<file path="config.mk">
export PLATFORM = sky130hd
export DESIGN_NAME = vdt_ctrl
export DESIGN_NICKNAME = d
export VERILOG_FILES = /design/src/design/vdt_pkg.sv /design/src/design/vdt_ctrl.sv
export SDC_FILE = /design/constraint.sdc
export NUM_CORES = 1
export LEC_CHECK = 0
export BUFFER_PORTS_ARGS = -buffer_cell sky130_fd_sc_hd__buf_2
export CORE_AREA = 2 2 39 41
export DETAILED_ROUTE_END_ITERATION = 8
export DIE_AREA = 0 0 41 43
export SLEW_MARGIN = 20
export SYNTH_ARGS = -nofsm -noshare
export SYNTH_HDL_FRONTEND = slang
export SYNTH_SLANG_ARGS = --single-unit
</file>
<file path="constraint.sdc">
create_clock -name clk -period 1.7 [get_ports clk]
set_clock_uncertainty 0.1 [all_clocks]
set_input_delay 0.34 -clock clk [delete_from_list [all_inputs] [get_ports clk]]
set_output_delay 0.34 -clock clk [all_outputs]
set_load 0.01 [all_outputs]
</file>
<file path="src/design/vdt_pkg.sv">
// Package for the vertex dedup table: table sizing, command codes, beat types
// and the controller-to-datapath command and status structs.
// No dependencies.
`timescale 1ns / 1ps
`default_nettype none

package vdt_pkg;

    localparam int TABLE_DEPTH = 256;
    localparam int ADDR_W      = (TABLE_DEPTH > 1) ? $clog2(TABLE_DEPTH) : 1;
    localparam int CNT_W       = $clog2(TABLE_DEPTH + 1);
    localparam int COORD_W     = 16;
    localparam int TOL_W       = 8;
    localparam int INDEX_W     = 8;
    localparam int TOTAL_W     = 9;

    typedef enum logic [1:0] {
        CMD_CLEAR   = 2'd0,
        CMD_PRELOAD = 2'd1,
        CMD_MERGE   = 2'd2
    } cmd_t;

    typedef struct packed {
        logic [1:0]                 command;
        logic signed [COORD_W-1:0]  coord_x;
        logic signed [COORD_W-1:0]  coord_y;
        logic signed [COORD_W-1:0]  coord_z;
        logic                       last_of_face;
    } item_beat_t;

    typedef struct packed {
        logic [INDEX_W-1:0] vertex_index;
        logic               was_new;
        logic               table_full;
        logic               face_end;
        logic [TOTAL_W-1:0] entry_total;
    } result_beat_t;

    typedef struct packed {
        logic accept;
        logic clear;
        logic scan;
        logic append;
        logic emit;
    } dp_cmd_t;

    typedef struct packed {
        logic hit;
        logic exhausted;
        logic out_free;
    } dp_status_t;

endpackage

`default_nettype wire

</file>
<file path="src/design/vdt_ctrl.sv">
// Controller for the vertex dedup table: sequences accept, scan, append and
// result hand-off. Depends on vdt_pkg.
`timescale 1ns / 1ps
`default_nettype none

module vdt_ctrl (
    input  wire logic              clk,
    input  wire logic              rst_n,
    input  wire logic              item_valid,
    output logic                   item_ready,
    input  wire logic [1:0]        command,
    input  wire vdt_pkg::dp_status_t status,
    output vdt_pkg::dp_cmd_t       cmd
);
    import vdt_pkg::*;

    typedef enum logic [3:0] {
        ST_IDLE   = 4'b0001,
        ST_SCAN   = 4'b0010,
        ST_APPEND = 4'b0100,
        ST_RESP   = 4'b1000
    } state_t;

    state_t state_reg;
    state_t state_next;

    always_ff @(posedge clk or negedge rst_n)
    begin
        if (!rst_n)
        begin
            state_reg <= ST_IDLE;
        end
        else
        begin
            state_reg <= state_next;
        end
    end

    always_comb
    begin
        state_next = state_reg;
        cmd        = '0;
        item_ready = 1'b0;
        unique case (state_reg)
            ST_IDLE:
            begin
                item_ready = 1'b1;
                if (item_valid)
                begin
                    cmd.accept = 1'b1;
                    unique case (cmd_t'(command))
                        CMD_CLEAR:
                        begin
                            cmd.clear  = 1'b1;
                            state_next = ST_RESP;
                        end
                        CMD_PRELOAD: state_next = ST_APPEND;
                        CMD_MERGE:   state_next = ST_SCAN;
                        default:     state_next = ST_RESP;
                    endcase
                end
            end
            ST_SCAN:
            begin
                cmd.scan = 1'b1;
                if (status.hit)
                begin
                    state_next = ST_RESP;
                end
                else if (status.exhausted)
                begin
                    state_next = ST_APPEND;
                end
            end
            ST_APPEND:
            begin
                cmd.append = 1'b1;
                state_next = ST_RESP;
            end
            ST_RESP:
            begin
                if (status.out_free)
                begin
                    cmd.emit   = 1'b1;
                    state_next = ST_IDLE;
                end
            end
            default:
            begin
                state_next = ST_IDLE;
            end
        endcase
    end

endmodule

`default_nettype wire

</file>
## Word-level counts from Yosys, hierarchy flattened

Index checks and enable logic that the tools add are counted.

| storage, ports and cells | value |
|---|---|
| output and inout bits | 6 |
| input port bits | 8 |
| register bits | 4 |
| word-level logic and storage cells | 26 |

| operators by class | value |
|---|---|
| muxes and demuxes | 14 |
| reduce and logical (&&, ||, !) cells | 2 |
| equality and inequality tests | 9 |

Operators by type and width:

| operator | count |
|---|---|
| 2-to-1 mux 4 bit | 4 |
| case mux 4 bit (4 select lines) | 1 |
| case mux 4 bit (2 select lines) | 1 |
| 2-to-1 mux 1 bit | 6 |
| == test 4 x 1 -> 1 bit, second input constant | 1 |
| == test 4 x 2 -> 1 bit, second input constant | 1 |
| == test 4 x 3 -> 1 bit, second input constant | 1 |
| == test 4 bit, second input constant | 1 |
| 2-to-1 mux 2 bit | 2 |
| inequality test 2 bit, second input constant | 2 |
| inequality test 3 bit, second input constant | 1 |
| AND reduction 3 bit | 1 |
| == test 2 x 1 -> 1 bit, second input constant | 1 |
| == test 2 bit, second input constant | 1 |
| zero test 2 bit | 1 |

## Longest topological paths before layout

Gate-level depths: netlist (run 1).

| logic depth | value |
|---|---|
| depth in word-level cells | 4 |
| depth in mapped cells | 5 |
| mapped depth without buffers | 5 |

## Worst setup path after synthesis (run 1)

Ideal clock, no wire load.

| path | value |
|---|---|
| kind | register to output |
| start | reg state_reg[0] |
| end | out cmd[3] (netlist bit) |
| path buffers | 0 |
| arrival time | 1179 ps |
| path slack | 81 ps |
| cell stages (with the launch flop) | 4 |
| required time | 1260 ps |
| cells stage by stage | dfstp_2 > nand4bb_1 > nor2_1 > and2_1 |

RTL lines:

| item | line | text |
|---|---|---|
| from (decl) | vdt_ctrl.sv:24 | `state_t state_reg;` |
| from (signal assigned) | vdt_ctrl.sv:35 | `state_reg <= state_next;` |
| to (decl) | vdt_ctrl.sv:13 | `output vdt_pkg::dp_cmd_t cmd` |

==> results of run 1 <==
timing repair:
item / CTS / global route
setup buffers: 2 / 1
hold buffers: 1 / 0
hold endpoints to repair: 4 / 0
resized for setup: 6 / 3
endpoints found under the setup margin: 5 / 5
pin swaps: 1 / 0
power by group through the flow:
stage               Combinational, mW  Sequential (mW)  Clock, mW
floorplan                       0.154            0.185          0
global placement                0.257            0.184          0
detailed placement              0.260            0.189          0
CTS                             0.338            0.180      0.136
global route                    0.397            0.186      0.146
finish                          0.367            0.181      0.130
cell type report:
cell class,instances,share of cell area
Timing Repair Buffer,20,0.224
Inverter,5,0.0350
Multi-Input combinational cell,26,0.460
Tap cell,16,0.0374
Sequential cell,4,0.194
Clock buffer,4,0.0491
kinds of logic after synthesis:
kind of cell    after synthesis  synth area share
simple gates                 15             0.351
compound gates                8             0.162
buf+inv                       5            0.0579
flops                         4             0.313
fa+ha+maj                     3             0.116
final timing paths:
| path | start | endpoint | slack, ns | cells past startpoint |
|---|---|---|---|---|
| worst max-delay path | state_reg[0] | cmd[3] | -0.05 | 4 |
| worst min-delay path | status[1] | state_reg[1] | 0.19 | 2 |
| worst max register to register | state_reg[0] | state_reg[2] | 0.27 | 5 |
| worst min register to register | state_reg[1] | state_reg[3] | 0.57 | 1 |
| max in group asynchronous | rst_n | state_reg[0] | 0.96 | 2 |
| min in group asynchronous | rst_n | state_reg[1] | 0.33 | 2 |
worst max-delay path, cell delays in order (launching register included):
cell and delay [ns]:
dfstp_2 0.58, nand4bb_4 0.14, nor2_4 0.11, and2_1 0.12, buf_2 0.12
cells in the final DEF, fill, tap and decap left out, types with 2 or more instances in the layout:
master,count
a21oi_1,2
nand2_1,2
buf_2,13
clkbuf_4,3
ha_1,3
nor2_1,3
buf_4,6
dfrtp_2,2
inv_1,4
metal layers:
layer / share of wire / vias to the layer above / wire length, um
met5: 0 / - / 0
met3: 0.053 / 0 / 48
met1: 0.43 / 164 / 383
met2: 0.52 / 11 / 466
met4: 0 / 0 / 0
li1: - / 171 / -
per-stage QoR:
stage	util	area [um2]	hold slack, ns	setup slack, ns	instances
2_1_floorplan	-	324	-0.0556	0.0810	35
3_3_place_gp	0.312	432	0.0457	0.0795	67
3_5_place_dp	0.312	432	0.0465	0.0826	67
4_1_cts	0.368	509	0.183	-0.0570	74
5_1_grt	0.387	536	0.178	-0.108	75
6_report	0.387	536	0.189	-0.0533	75
==> run metrics, run 1 <==
max-slew violation count 0; CTS root buf clkbuf_4; # setup viols final 1; crit path time final 1.75 ns; gr usage total 0.123; antenna violations before repair 0; clock slew at reported path FFs 0.04 ns; Post-synth ARST share 1.00; Pwr Density 1260 mW/mm2; most frequent cell after synthesis inv_1; f_max 570 MHz; drc violations 0; Starting Density 0.234; die area 0.00176 mm2; largest area contributor in the netlist dfrtp_1; Slew Limit Headroom 0.846; Clk Latency, worst-skew pair about 0.23 ns; Max-cap violations 0; Final ANT Viol Nets 0; worst min path class in -> reg; Clock power frac 0.192; number of diodes 0; Via density about 4.6; ys flop type dfrtp_1; Sinks on Clock Net 4; Setup CP Type reg -> out; net switching power 0.268 mW; TritonCTS Buffers 3; Crit path arrival time 1.31 ns; core area 0.00138 mm2; VDD IR max 0.000477 V; CP Max Fanout 3; Max H-tree Level 1; Internal approximately 0.41 mW; Synth top area share 0.232; share of the yosys chip area belonging to registers 0.313; Worst Tran Pin Value around 0.23 ns; power share of the combinational group 0.541; layout cell share with drive strength beyond 1 0.559; CP endpoint kind output pin; std cell rows 14; gpl congestion between 0.7 and 0.8; global-route wire length before repair between 1000 and 1500 um; Final nets 71; Yosys cell types 21; met3 Track Usage GR 0.0419; Final Worst Setup Slack -0.0533 ns; RSZ-0062 raised after global routing yes; Mapped Nets 46; GRT overflow 0; Reg area roughly 100 um2; Fin. Hold Viols 0; Power Total about 0.68 mW; vias roughly 350; outcome complete, but fails checks; drt initial violations 2; First-pass DRT Iterations 3; Critical Path Start Type flop; GR Util met1 0.140; io pins 14; WL/cell 12.0 um; area delta synth->final 65.3%; filler cell count approximately 150; Reg power frac 0.267; number of synthesized flops with an enable pin 0; DIE HEIGHT 43 um; post-DP HPWL 654 um; pin count of the biggest net entering global routing 9; synth warn 0; crit share post-route 1.03; drt total wl 898 um; Die X 41 um; CP required 1.26 ns; Mapped Cells 35; IO buf count 13; setup TNS -0.0533 ns; Synth area leaders dfrtp_1, ha_1, dfstp_2, nor4b_4, nor4_4; most frequent cells after synthesis inv_1, nor2_1, dfrtp_1, ha_1; synthesis-stage register bit count 4; number of flip-flops under the largest register name 4; multi-input logic area 246 um2; CTS tree yes; vias in the first global route 372; met2 GRT Util 0.194; Switching Fraction 0.396; failing checks setup timing; syn_area_per_cell 9.26 um2; Top Usage Layer GRT met2; Longest Clk Path Bufs 2; Cell Area, Synth approximately 320 um2; Static Leak approximately 0.25 nW
No activity file was read; power rests on OpenSTA's default activity.
==> run 2, diff against run 1 <==
--- a/config.mk
+++ b/config.mk
@@ -5,10 +5,10 @@
 export SDC_FILE = /design/constraint.sdc
 export NUM_CORES = 1
 export LEC_CHECK = 0
-export BUFFER_PORTS_ARGS = -buffer_cell sky130_fd_sc_hd__buf_2
 export CORE_AREA = 2 2 39 41
 export DETAILED_ROUTE_END_ITERATION = 8
 export DIE_AREA = 0 0 41 43
+export DONT_BUFFER_PORTS = 1
 export SLEW_MARGIN = 20
 export SYNTH_ARGS = -nofsm -noshare
 export SYNTH_HDL_FRONTEND = slang
==> run 2 against run 1 <==
  * The run now ends clean
  * Clock power hardly changed
  * Via count shrank 16%
  * Setup slack improved by 0.10 ns
  * Power fell by 9.4%
  * First-iteration DRC count up 50%
  * Register-to-register slack hardly changed
  * Critical path depth shrank 1
  * Fmax up 6.3%
  * Die area did not move
  * Global-route usage shrank 2.5 points
  * Sequential cell count did not move
  * Critical path type unchanged
  * Largest cell class unchanged
  * Largest power group unchanged
  * Highest routed layer unchanged
==> run metrics, run 2 (synthesis results as in run 1) <==
pin count of the biggest net entering global routing 9; Sinks on Clock Net 4; R2R setup slack around 0.27 ns; die area approximately 0.0018 mm2; VDD IR max 0.000450 V; Longest Clk Path Bufs 2; outcome finished, final reports clean; cells along the critical path nand4bb_4, nor2_4, and2_4; drt total wl slightly below 800 um; leading cell type in the layout, fill and taps excluded buf_4; hold path start status[1]; number of diodes 0; Final ANT Viol Nets 0; CTS tree yes; pre-CTS WS roughly 0.18 ns; antenna violations before repair 0; multi-input logic area 236 um2; CTS root buf clkbuf_4; crit path time final 1.65 ns; gr usage total 0.0977; Final nets 58; DIE HEIGHT 43 um; Crit-path slowest cell dfrtp_2; Max H-tree Level 1; Slew Limit Headroom 0.707; crit share post-route 0.970; Via density 4.66; Crit. path cell count 3; vias approximately 290; CP endpoint kind output pin; max-slew violation count 0; GRT overflow 0; Static Leak 0.192 nW; worst hold path stage count 1; f_max 606 MHz; post-DP HPWL approximately 600 um; Crit path largest cell delay 0.44 ns; worst min path class in -> reg; CP required 1.26 ns; drc violations 0; clock slew at reported path FFs 0.05 ns; area delta synth->final 42.5%; Crit path buffers/inverters 0; reg-to-reg endpoint state_reg[2]; drt initial violations 3; First-pass DRT Iterations 2; std cell rows 14; filler cell count between 150 and 200; Critical Path Start Type flop; global-route wire length before repair between 1000 and 1500 um; CP Launch Point state_reg[2]; layout cell share with drive strength beyond 1 0.413; IO buf count 0; Die X 41 um; Reg area ~110 um2; vias in the first global route 311; gpl congestion 0.721; worst r2r path cells 4; Clk Latency, worst-skew pair 0.24 ns; number of flip-flops under the largest register name 4; TritonCTS Buffers 3; Setup CP Type reg -> out; WL/cell between 10 and 15 um; crit-path leading delay family simple AND/OR/NAND/NOR gates; Starting Density 0.234; utilization after layout 0.334; core area between 0.001 and 0.0015 mm2; Max-cap violations 0; most frequent cells in the layout buf_4, inv_1; io pins 14; Pwr Density 1330 mW/mm2; crit path to cmd[3]; Worst Tran Pin Value ~0.44 ns; Fin. Hold Viols 0; Crit path arrival time about 1.2 ns; Final Worst Setup Slack 0.0504 ns; CP Max Fanout 5; worst reg2reg startpoint state_reg[0]; # setup viols final 0; RSZ-0062 raised after global routing yes
-- run 2: cell count changes in the layout (fill, tap and decap cells not counted), sizes merged --
cell,change
buf,-13
-- run 2: layout make-up --
| cell class | instances | share of cell area |
|---|---|---|
| multi-input cells | 26 | 0.512 |
| flip-flops and latches | 4 | 0.228 |
| repair buffers | 7 | 0.119 |
| clock buffers | 4 | 0.0569 |
| well taps | 16 | 0.0434 |
| inverters | 5 | 0.0407 |
-- run 2: per-stage QoR --
step / power [mW] / instance area (um2) / setup TNS, ns / hold WS (ns) / instances
2_1_floorplan: 0.339 / 324 / 0 / -0.0556 / 35
6_report: 0.614 / 462 / 0 / 0.0881 / 62
5_1_grt: 0.665 / 462 / -0.00638 / 0.0840 / 62
3_3_place_gp: 0.401 / 367 / 0 / -0.0555 / 54
4_1_cts: 0.559 / 412 / 0 / 0.0880 / 60
3_5_place_dp: 0.408 / 367 / 0 / -0.0555 / 54
-- run 2: worst min-delay path by stage --
| stage | endpoint | slack (ns) |
|---|---|---|
| floorplan | state_reg[1] | -0.06 |
| global route | state_reg[1] | 0.08 |
| CTS | state_reg[1] | 0.09 |
| global placement | state_reg[3] | -0.06 |
| finish | state_reg[1] | 0.09 |
| detailed placement | state_reg[3] | -0.06 |
-- run 2: repair_timing --
item                                    CTS  global route
gates resized for setup                   1             7
endpoints found under the setup margin    4             3
pin swaps                                 1             4
buffers inserted                          1             2
hold endpoints to repair                  4             0
hold buffers                              1             0
-- run 2: per-layer routing --
| metal | vias up | global-route usage | wire length, um |
|---|---|---|---|
| met3 | 0 | 0.0524 | 91 |
| met2 | 11 | 0.150 | 385 |
| met5 | - | 0 | 0 |
| met4 | 0 | 0.0400 | 0 |
| met1 | 130 | 0.107 | 302 |
| li1 | 148 | - | - |
-- run 2: where the power goes --
group	switching [mW]	total [mW]	internal (mW)
registers	0.0480	0.182	0.134
logic	0.148	0.301	0.153
clock network	0.0431	0.131	0.0883
